File: src/design/telnet_ansi_key_decoder_defines.svh
// Assertion macros shared by the telnet key decoder modules.
`ifndef TELNET_ANSI_KEY_DECODER_DEFINES_SVH
`define TELNET_ANSI_KEY_DECODER_DEFINES_SVH

`ifndef SYNTHESIS

`define TKD_ASSERT_ALWAYS(label, clk, rst, cond, msg) \
  label: assert property (@(posedge clk) disable iff (rst) (cond)) else $error(msg);

`define TKD_ASSERT_IMPLIES(label, clk, rst, ante, cons, msg) \
  label: assert property (@(posedge clk) disable iff (rst) (ante) |-> (cons)) else $error(msg);

`define TKD_ASSERT_NEXT(label, clk, rst, ante, cons, msg) \
  label: assert property (@(posedge clk) disable iff (rst) (ante) |=> (cons)) else $error(msg);

`else

`define TKD_ASSERT_ALWAYS(label, clk, rst, cond, msg)

`define TKD_ASSERT_IMPLIES(label, clk, rst, ante, cons, msg)

`define TKD_ASSERT_NEXT(label, clk, rst, ante, cons, msg)

`endif

`endif

File: src/design/tkd_pkg.sv
// Types and byte constants of the telnet key decoder.
package tkd_pkg;

  localparam logic [7:0] BYTE_IAC    = 8'd255;
  localparam logic [7:0] BYTE_SB     = 8'd250;
  localparam logic [7:0] BYTE_SE     = 8'd240;
  localparam logic [7:0] BYTE_ESC    = 8'd27;
  localparam logic [7:0] BYTE_CTRL_L = 8'd12;
  localparam logic [7:0] BYTE_CR     = 8'd13;
  localparam logic [7:0] BYTE_LF     = 8'd10;
  localparam logic [7:0] BYTE_NUL    = 8'd0;

  localparam logic [7:0] CHAR_LBRACKET = 8'h5B;  // '['
  localparam logic [7:0] CHAR_O        = 8'h4F;  // 'O'
  localparam logic [7:0] CHAR_1        = 8'h31;  // '1'
  localparam logic [7:0] CHAR_4        = 8'h34;  // '4'
  localparam logic [7:0] CHAR_6        = 8'h36;  // '6'
  localparam logic [7:0] CHAR_TILDE    = 8'h7E;  // '~'
  localparam logic [7:0] CHAR_A        = 8'h41;  // 'A'
  localparam logic [7:0] CHAR_D        = 8'h44;  // 'D'

  typedef enum logic [1:0] {
    KIND_PLAIN    = 2'd0,
    KIND_CURSOR   = 2'd1,
    KIND_FUNCTION = 2'd2,
    KIND_ESCAPE   = 2'd3
  } tkd_kind_t;

  // Byte handed from the telnet layer to the escape and line layers.
  typedef struct packed {
    logic       valid;
    logic [7:0] ch;
  } tkd_up_t;

  // Key produced for one byte.
  typedef struct packed {
    logic       valid;
    tkd_kind_t  kind;
    logic [7:0] value;
  } tkd_key_t;

endpackage

File: src/design/tkd_telnet.sv
// Telnet command stripper: removes IAC commands and passes bytes upward.
module tkd_telnet
  import tkd_pkg::*;
(
  input  logic       clk,
  input  logic       rst,
  input  logic       advance,
  input  logic [7:0] rx_byte,
  output tkd_up_t    up
);

  `include "telnet_ansi_key_decoder_defines.svh"

  typedef enum logic [1:0] {
    TEL_IDLE    = 2'd0,
    TEL_AFTER   = 2'd1,
    TEL_SWALLOW = 2'd2,
    TEL_SUBNEG  = 2'd3
  } tel_state_t;

  tel_state_t tel_phase;
  tel_state_t tel_phase_next;

  always_comb begin
    tel_phase_next = tel_phase;
    up.valid       = 1'b0;
    up.ch          = BYTE_NUL;
    case (tel_phase)
      TEL_IDLE: begin
        if (rx_byte == BYTE_IAC) begin
          tel_phase_next = TEL_AFTER;
        end else begin
          up.valid = 1'b1;
          up.ch    = rx_byte;
        end
      end
      TEL_AFTER: begin
        tel_phase_next = (rx_byte == BYTE_SB) ? TEL_SUBNEG : TEL_SWALLOW;
      end
      TEL_SWALLOW: begin
        // finished command: hand a NUL upward
        tel_phase_next = TEL_IDLE;
        up.valid       = 1'b1;
      end
      TEL_SUBNEG: begin
        if (rx_byte == BYTE_SE) begin
          tel_phase_next = TEL_IDLE;
          up.valid       = 1'b1;
        end
      end
      default: begin
        tel_phase_next = TEL_IDLE;
      end
    endcase
  end

  always_ff @(posedge clk) begin
    if (rst) begin
      tel_phase <= TEL_IDLE;
    end else if (advance) begin
      tel_phase <= tel_phase_next;
    end
  end

  `TKD_ASSERT_IMPLIES(a_no_byte_after_iac, clk, rst, tel_phase == TEL_AFTER, !up.valid,
                      "telnet layer passed a byte while reading a command code")

endmodule

File: src/design/tkd_keys.sv
// Escape sequence and line layers: turn bytes into keys.
module tkd_keys
  import tkd_pkg::*;
(
  input  logic     clk,
  input  logic     rst,
  input  logic     advance,
  input  tkd_up_t  up,
  output tkd_key_t key
);

  `include "telnet_ansi_key_decoder_defines.svh"

  typedef enum logic [2:0] {
    ESC_IDLE      = 3'd0,
    ESC_START     = 3'd1,
    ESC_CSI       = 3'd2,
    ESC_FN        = 3'd3,
    ESC_MALFORMED = 3'd4
  } esc_state_t;

  esc_state_t esc_phase;
  esc_state_t esc_phase_next;
  logic [7:0] prev_byte;
  logic [7:0] prev_byte_next;
  logic       after_cr;
  logic       after_cr_next;

  logic [7:0] ch;
  logic       ch_is_digit;
  logic       prev_is_digit;

  assign ch            = up.ch;
  assign ch_is_digit   = (ch >= CHAR_1) && (ch <= CHAR_6);
  assign prev_is_digit = (prev_byte >= CHAR_1) && (prev_byte <= CHAR_6);

  always_comb begin
    esc_phase_next = esc_phase;
    prev_byte_next = prev_byte;
    after_cr_next  = after_cr;
    key.valid      = 1'b0;
    key.kind       = KIND_PLAIN;
    key.value      = ch;
    case (esc_phase)
      ESC_START: begin
        if ((ch == CHAR_LBRACKET) || (ch == CHAR_O)) begin
          esc_phase_next = ESC_CSI;
          prev_byte_next = ch;
        end else if ((ch == CHAR_1) || (ch == CHAR_4)) begin
          esc_phase_next = ESC_FN;
          prev_byte_next = ch;
        end else begin
          esc_phase_next = ESC_IDLE;
          key.valid      = 1'b1;
          key.kind       = KIND_ESCAPE;
          key.value      = BYTE_ESC;
        end
      end
      ESC_CSI: begin
        if ((ch >= CHAR_A) && (ch <= CHAR_D)) begin
          esc_phase_next = ESC_IDLE;
          key.valid      = 1'b1;
          key.kind       = KIND_CURSOR;
          key.value      = ch - CHAR_A;
        end else begin
          esc_phase_next = ch_is_digit ? ESC_FN : ESC_MALFORMED;
          prev_byte_next = ch;
        end
      end
      ESC_FN: begin
        if ((ch == CHAR_TILDE) && prev_is_digit) begin
          esc_phase_next = ESC_IDLE;
          key.valid      = 1'b1;
          key.kind       = KIND_FUNCTION;
          key.value      = prev_byte - CHAR_1;
        end else begin
          esc_phase_next = ESC_MALFORMED;
          prev_byte_next = ch;
        end
      end
      ESC_MALFORMED: begin
        // pass the byte straight through, bypassing the line layer
        esc_phase_next = ESC_IDLE;
        key.valid      = 1'b1;
      end
      default: begin
        esc_phase_next = ESC_IDLE;
        if (ch == BYTE_ESC) begin
          esc_phase_next = ESC_START;
        end else if (ch == BYTE_CTRL_L) begin
          key.valid = 1'b0;
        end else if (ch == BYTE_CR) begin
          after_cr_next = 1'b1;
          key.valid     = 1'b1;
          key.value     = BYTE_LF;
        end else if ((ch == BYTE_LF) && after_cr) begin
          after_cr_next = 1'b0;
        end else begin
          after_cr_next = 1'b0;
          key.valid     = (ch != BYTE_NUL);
        end
      end
    endcase
    if (!up.valid) begin
      key.valid = 1'b0;
    end
  end

  always_ff @(posedge clk) begin
    if (rst) begin
      esc_phase <= ESC_IDLE;
      prev_byte <= BYTE_NUL;
      after_cr  <= 1'b0;
    end else if (advance && up.valid) begin
      esc_phase <= esc_phase_next;
      prev_byte <= prev_byte_next;
      after_cr  <= after_cr_next;
    end
  end

  `TKD_ASSERT_IMPLIES(a_fn_prev_digit, clk, rst, esc_phase == ESC_FN, prev_is_digit,
                      "function stage entered without a digit held")

endmodule

File: src/design/telnet_ansi_key_decoder.sv
// Top level of the telnet key decoder: input register, decode, result register.
//
// Takes one raw telnet byte per request and gives at most one key per byte.
// Telnet IAC commands are stripped first (IAC SB ... SE and IAC x y), each
// finished command passing a NUL upward; ESC sequences then become cursor
// keys (kind 1, value 0-3 for A-D), function keys (kind 2, value 0-5 for
// digits 1-6) or a lone escape (kind 3, value 27); the remaining bytes go out
// as plain keys (kind 0) with CR turned into LF, an LF right after a CR
// dropped, and NUL and Ctrl-L dropped. A byte that closes no key gives no
// result. Throughput is one byte per clock cycle while the output is not
// stalled; a byte waits in the input register and its key in the result
// register. A single decode pass runs combinationally from the input register
// through the telnet and key layers into the result register. Both sides use
// a valid/ready handshake; while a finished key waits on the output, one more
// byte is taken into the input register and held there until the key is taken.
module telnet_ansi_key_decoder
  import tkd_pkg::*;
(
  input  logic       clk,
  input  logic       rst,
  input  logic       s_tvalid,
  output logic       s_tready,
  input  logic [7:0] s_tdata,   // [7:0] rx_byte
  output logic       m_tvalid,
  input  logic       m_tready,
  output logic [7:0] m_tdata,   // [7:0] key_value
  output logic [1:0] m_tuser    // [1:0] key_kind
);

  `include "telnet_ansi_key_decoder_defines.svh"

  // Input register: one received byte waiting for decode.
  logic       in_valid;
  logic [7:0] in_byte;

  // Result register.
  logic       out_valid;
  tkd_kind_t  out_kind;
  logic [7:0] out_value;

  logic     advance;
  tkd_up_t  up;
  tkd_key_t key;

  // Decode the held byte once the result register can take its outcome.
  assign advance  = in_valid && (!out_valid || m_tready);
  assign s_tready = !in_valid || advance;

  tkd_telnet u_telnet (
    .clk     (clk),
    .rst     (rst),
    .advance (advance),
    .rx_byte (in_byte),
    .up      (up)
  );

  tkd_keys u_keys (
    .clk     (clk),
    .rst     (rst),
    .advance (advance),
    .up      (up),
    .key     (key)
  );

  // Hold the incoming byte until decode takes it.
  always_ff @(posedge clk) begin
    if (rst) begin
      in_valid <= 1'b0;
    end else if (s_tvalid && s_tready) begin
      in_valid <= 1'b1;
    end else if (advance) begin
      in_valid <= 1'b0;
    end
  end

  always_ff @(posedge clk) begin
    if (s_tvalid && s_tready) begin
      in_byte <= s_tdata;
    end
  end

  // Load a key when decode yields one; drop the register once it is taken.
  always_ff @(posedge clk) begin
    if (rst) begin
      out_valid <= 1'b0;
    end else if (advance) begin
      out_valid <= key.valid;
    end else if (m_tready) begin
      out_valid <= 1'b0;
    end
  end

  always_ff @(posedge clk) begin
    if (advance && key.valid) begin
      out_kind  <= key.kind;
      out_value <= key.value;
    end
  end

  assign m_tvalid = out_valid;
  assign m_tdata  = out_value;
  assign m_tuser  = out_kind;

  `TKD_ASSERT_IMPLIES(a_cursor_range, clk, rst, m_tvalid && (m_tuser == KIND_CURSOR),
                      m_tdata[7:2] == 6'd0, "cursor key index out of range")
  `TKD_ASSERT_IMPLIES(a_fn_range, clk, rst, m_tvalid && (m_tuser == KIND_FUNCTION),
                      m_tdata <= 8'd5, "function key index out of range")
  `TKD_ASSERT_IMPLIES(a_escape_value, clk, rst, m_tvalid && (m_tuser == KIND_ESCAPE),
                      m_tdata == BYTE_ESC, "lone escape carries a wrong value")
  `TKD_ASSERT_NEXT(a_hold_without_decode, clk, rst, m_tvalid && !m_tready,
                   m_tvalid && $stable(m_tdata) && $stable(m_tuser),
                   "stalled key changed without being taken")

endmodule

File: config.mk
export PLATFORM = sky130hd
export DESIGN_NAME = telnet_ansi_key_decoder
export DESIGN_NICKNAME = d
export VERILOG_FILES = /design/src/design/tkd_pkg.sv /design/src/design/tkd_telnet.sv /design/src/design/tkd_keys.sv /design/src/design/telnet_ansi_key_decoder.sv
export VERILOG_INCLUDE_DIRS = /design/src /design/src/design
export SDC_FILE = /design/constraint.sdc
export NUM_CORES = 1
export LEC_CHECK = 0
export BUFFER_PORTS_ARGS = -buffer_cell sky130_fd_sc_hd__buf_2
export CAP_MARGIN = 40
export CORE_ASPECT_RATIO = 1.75
export CORE_MARGIN = 2
export CORE_UTILIZATION = 45
export DETAILED_ROUTE_END_ITERATION = 8
export HOLD_SLACK_MARGIN = 0.05
export MAX_ROUTING_LAYER = met4
export SYNTH_ARGS = -nofsm -noshare
export SYNTH_HDL_FRONTEND = slang
export SYNTH_SLANG_ARGS = --single-unit
File: constraint.sdc
create_clock -name clk -period 5.25 [get_ports clk]
set_clock_uncertainty 0.15 [all_clocks]
set_input_delay 0.2625 -clock clk [delete_from_list [all_inputs] [get_ports clk]]
set_output_delay 0.2625 -clock clk [all_outputs]
set_load 0.05 [all_outputs]
Word level (Yosys, flattened, before mapping)
Index checks and enable logic that the tools add are counted.
{"block": "op_classes", "addsub": 2, "magnitude_cmp": 6, "eq_ne": 24, "muxes": 40, "bitwise": 3, "reduce_logical": 24}
{"op": "two-way mux 8 bit", "count": 8}
{"op": "two-way mux 11 bit", "count": 4}
{"op": "one-hot mux 8 bit (4 select lines)", "count": 1}
{"op": "equality test 8 x 4 -> 1 bit (second input constant)", "count": 3}
{"op": "equality test 8 x 7 -> 1 bit (second input constant)", "count": 3}
{"op": "equality test 8 bit (second input constant)", "count": 3}
{"op": "one-hot mux 8 bit (3 select lines)", "count": 1}
{"op": "equality test 8 x 6 -> 1 bit (second input constant)", "count": 2}
{"op": "greater-or-equal comparator 8 x 6 -> 1 bit (second input constant)", "count": 2}
{"op": "less-or-equal comparator 8 x 6 -> 1 bit (second input constant)", "count": 2}
{"op": "two-way mux 1 bit", "count": 13}
{"op": "one-hot mux 3 bit (4 select lines)", "count": 1}
{"op": "logical AND 1 bit", "count": 9}
{"op": "two-way mux 3 bit", "count": 3}
{"op": "two-way mux 9 bit", "count": 1}
{"op": "equality test 8 x 5 -> 1 bit (second input constant)", "count": 1}
{"op": "greater-or-equal comparator 8 x 7 -> 1 bit (second input constant)", "count": 1}
{"op": "less-or-equal comparator 8 x 7 -> 1 bit (second input constant)", "count": 1}
{"op": "two-way mux 2 bit", "count": 4}
{"op": "one-hot mux 2 bit (4 select lines)", "count": 1}
{"op": "nonzero test 8 bit", "count": 1}
{"op": "subtractor 8 x 6 -> 8 bit (second input constant)", "count": 1}
{"op": "subtractor 8 x 7 -> 8 bit (second input constant)", "count": 1}
{"op": "equality test 3 x 2 -> 1 bit (second input constant)", "count": 2}
{"op": "other kinds (20)", "count": 30}
{"block": "totals", "reg_bits": 34, "input_bits": 12, "output_inout_bits": 12, "word_cells": 108}

Longest topological paths before layout
{"block": "depth", "ltp_word": 12, "ltp_mapped": 13, "mapped_depth_nobuf": 11}

Cells and area by module
From an unflattened synthesis, not the netlist that was laid out.
{"block": "hier_totals", "hier_cells": 255, "hier_area_um2": 2351.0}
{"module": "tkd_keys", "n_inst": 1, "cells_each": 196, "area_each_um2": 1461.4, "seq_area_each_um2": 240.2}
{"module": "telnet_ansi_key_decoder", "n_inst": 1, "cells_each": 29, "area_each_um2": 643.1, "seq_area_each_um2": 580.6}
{"module": "tkd_telnet", "n_inst": 1, "cells_each": 30, "area_each_um2": 246.5, "seq_area_each_um2": 40.0}

Least setup slack after synthesis
No wires, ideal clock.
{"block": "synth_timing", "path_type": "reg2reg", "from": "register in_byte[4]", "to": "register out_value[0], in the netlist m_tdata[0] (enable)", "setup_ns": 0.376, "arrival_time_ns": 2.957, "required_time_ns": 4.724, "path_slack_ns": 1.766, "path_stages_with_launch": 12, "path_buffers": 1, "period_less_slack_ns": 3.484, "cell_sequence": "edfxtp_1 -> buf_4 -> and4_2 -> a21oi_2 -> nand2_1 -> inv_1 -> ha_1 -> or4b_1 -> nor4_4 -> a31o_2 -> a211oi_1 -> nor2_1"}
{"block": "synth_between", "elab_chain_cells": 12, "word_cells_on_any_way": 34, "cone_classes": "order compare (2); eq/ne (11); mux (14); reduce/logical (7)"}
{"element": "start, declared", "line_no": "telnet_ansi_key_decoder.sv:34", "text": "logic [7:0] in_byte;"}
{"element": "start signal, assigned", "line_no": "telnet_ansi_key_decoder.sv:78", "text": "in_byte <= s_tdata;"}
{"element": "equality test 8 bit", "line_no": "tkd_telnet.sv:30", "text": "if (rx_byte == BYTE_IAC) begin"}
{"element": "two-way mux 9 bit", "line_no": "tkd_telnet.sv:30"}
{"element": "two-way mux 8 bit", "line_no": "tkd_telnet.sv:28", "text": "case (tel_phase)"}
{"element": "equality test 8 x 4 -> 1 bit", "line_no": "tkd_keys.sv:96", "text": "end else if ((ch == BYTE_LF) && after_cr) begin"}
{"element": "logical AND 1 bit", "line_no": "tkd_keys.sv:96"}
{"element": "two-way mux 1 bit", "line_no": "tkd_keys.sv:96"}
{"element": "two-way mux 1 bit", "line_no": "tkd_keys.sv:92", "text": "end else if (ch == BYTE_CR) begin"}
{"element": "two-way mux 1 bit", "line_no": "tkd_keys.sv:90", "text": "end else if (ch == BYTE_CTRL_L) begin"}
{"element": "two-way mux 1 bit", "line_no": "tkd_keys.sv:88", "text": "if (ch == BYTE_ESC) begin"}
{"element": "one-hot mux 1 bit (4 select lines)", "line_no": "tkd_keys.sv:44", "text": "case (esc_phase)"}
{"element": "two-way mux 1 bit *", "line_no": "tkd_keys.sv:104", "text": "if (!up.valid) begin"}
{"element": "logical AND 1 bit *", "line_no": "telnet_ansi_key_decoder.sv:94", "text": "if (advance && key.valid) begin"}
{"element": "end signal, assigned", "line_no": "telnet_ansi_key_decoder.sv:96", "text": "out_value <= key.value;"}
{"element": "end, declared", "line_no": "telnet_ansi_key_decoder.sv:39", "text": "logic [7:0] out_value;"}
Mark *: on every way between the ends. The rest lies on a longest branch, timed or not.
A chain may end at the register's enable or synchronous reset.

Worst setup path after layout
{"block": "layout_timing", "from": "register in_byte[2]", "to": "register out_value[1], in the netlist m_tdata[1] (enable)"}
Same word-level chain as after synthesis.

==> run summary <==
Initial DRC Count - 80
GRT busiest layer - met2
Final hold viol count - 0
Count leader, synth - nand2_1
Synth unique cells - 73
# nets final - 316
Diodes inserted - 0
Worst-path clk slew - 70 ps
Post-CTS setup buffer count - 0
Grt met2 use - 0.449
Max IR drop VDD - 178 uV
Root Driver - clkbuf_8
Setup Crit Path Kind - register to register
Required time of the critical path - 5020 ps
RePlAce Congestion - 0.964
DP Worst Slack - 1170 ps
Most instantiated cells after synthesis - 28 x nand2_1, 25 x nor2_1, 18 x edfxtp_1
Initial antenna violation count - 0
Reg area - 861 sq um
FP Rows - 35
Share of cells above drive strength 1 - 0.174
Core area - 5210 sq um
Yosys top cell by area - edfxtp_1
RSZ-0062 raised after global routing - no
Die width - 59.4 um
DP HPWL - 5.70 mm
Leak pwr - 1.05 nW
Sink Count - 34
Syn Std Cell Area - 2420 sq um
Worst Tran Pin Value - 974 ps
TritonCTS clock tree - done
Ports - 24
Die height - 101 um
Drt drc - 0
Initial DRT Pass Iterations - 4
Crit path DAT - 3910 ps
Final setup viols - 0
Initial Util - 0.464
Total die area - 6000 sq um
Yosys top cell area share - 0.223
Sequential fraction of the synthesis area - 0.356
Avg WL per Cell - 20.7 um
Status - complete, no violations
Flops & latches, synth - 34
Largest net degree at the start of global routing - 19
Setup TNS - 0 ps
Clock latency at the later pin of the worst-skew pair - 290 ps
CTS Buffer Depth - 2
Final Cycle Share - 0.788
Power Density - 273 nW/um^2
Total CTS buffers - 5
FILL cells - 502
Setup WS post-layout - 1110 ps
Startpoint types - register
IO buf count - 23
Rel. slew slack - 0.350
Area added between synthesis and finish - 14.5%
Max-cap violations - 0
CP max FO - 16
Vias in the first global route - 2,203
Post-cts gate resize count - 0
Final WL - 7.31 mm
Syn_nets - 291
EDFF count, synth - 18
Max-slew violation count - 0
Async set-reset flop share out of synthesis - 0
Routing usage on met1 - 0.270
H-tree Lvls - 2
Top cells by area, synth - edfxtp_1 22%, dfxtp_1 13%, nand2_1 4.3%
Post-Synthesis Cells - 272
Grt total ovfl - 0
First-pass GRT wire length - 11.4 mm
Vias - 2,304
Synth warn - 0
Worst hold path class - input port to register
Kind of end point of the critical path - register
F_max - 242 MHz
M3 GR Usage - 0.0372
Ys flop type - edfxtp_1
Total track usage - 0.270
Routed Antenna Nets - 0
Multi-input gate area - 1440 sq um
Syn Area/Cell - 8.89 sq um
Final Critical Period - 4140 ps
Vias per cell - 6.53
==> layout by cell type (no fill, tap or decap), drive strengths merged, types with 4 or more instances in the layout <==
master	instances
nand2	29
nor2	25
buf	24
edfxtp	18
dfxtp	16
a21oi	15
inv	11
dlygate4sd3	9
o21ai	9
nand3	8
nand4	7
ha	7
nand2b	6
clkbuf	6
nor3	6
o41ai	6
nor2b	5
o31ai	5
or4	5
a211oi	5
o311ai	5
and3	4
a31oi	4
or3	4
==> cell type report <==
cell class | count | share of cell area
flip-flops and latches | 34 | 0.311
inverters | 11 | 0.0149
clock buffers | 6 | 0.0298
multi-input cells | 212 | 0.521
well taps | 55 | 0.0249
clock inverters | 2 | 0.0217
repair buffers | 33 | 0.0768
==> cells by family (layout without fill, tap and decap cells) <==
logic type | after synthesis | in the layout | synth area share
flip-flops | 34 | 34 | 0.356
AO/OA/AOI/OAI | 77 | 77 | 0.245
adder cells (fa/ha/maj) | 7 | 7 | 0.0362
AND/OR/NAND/NOR | 123 | 123 | 0.296
multiplexers | 1 | 1 | 0.00466
buffers and inverters | 26 | 52 | 0.0476
XOR/XNOR | 4 | 4 | 0.0145
==> worst max-delay path, cell delays in order (launching register included) <==
cell and delay, ps:
edfxtp_1 600, and4_1 300, a21oi_2 140, buf_4 210, nand2_1 160, inv_1 120
ha_1 190, or4b_1 500, nor4_4 400, a31o_2 250, a211oi_1 60, nor2_1 670
==> per-stage QoR <==
step / instance area [sq um] / instances / util / power, mW / hold WS [ps]
after floorplan: 2420 / 272 / - / 0.415 / 211
after detailed placement: 2540 / 336 / 0.487 / 0.452 / 291
after CTS: 2770 / 353 / 0.531 / 0.757 / 198
final: 2770 / 353 / 0.531 / 0.756 / 201
after global placement: 2540 / 336 / 0.487 / 0.453 / 289
after global routing: 2770 / 353 / 0.531 / 0.780 / 241
==> registers in the layout (all words and copies together) (netlist names) <==
register,cells
m_tvalid,1
u_keys.after_cr,1
u_keys.esc_phase,3
in_valid,1
m_tdata,8
u_telnet.tel_phase,2
u_keys.prev_byte,8
m_tuser,2
in_byte,8
==> worst paths after layout <==
path | startpoint | end | slack (ps) | depth (start not counted)
worst max-delay path | in_byte[2]$_DFFE_PP_ | m_tdata[1]$_DFFE_PP_ | 1110 | 11
worst max register to register | in_byte[2]$_DFFE_PP_ | m_tdata[1]$_DFFE_PP_ | 1110 | 11
worst min-delay path | m_tready | in_valid$_SDFFE_PP0P_ | 200 | 4
worst min register to register | u_keys.prev_byte[5]$_SDFFE_PP0P_ | u_keys.prev_byte[5]$_SDFFE_PP0P_ | 380 | 2
==> per-layer routing <==
layer	vias to the layer above	share of wire
met5	-	0
met4	0	0.082
met3	39	0.038
met2	102	0.52
met1	1068	0.36
li1	1095	-
==> report_power, final <==
part           leakage, nW  total (mW)  internal, mW  switching (mW)
combinational        0.675       0.140        0.0473          0.0930
sequential           0.300       0.313         0.296          0.0169
clock               0.0714       0.302         0.203          0.0996
==> repair_timing <==
action	in CTS	in global routing
hold buffers	9	0
endpoints found under the hold margin	9	0
setup endpoints to repair	0	0
No activity file was read; power rests on OpenSTA's default activity.
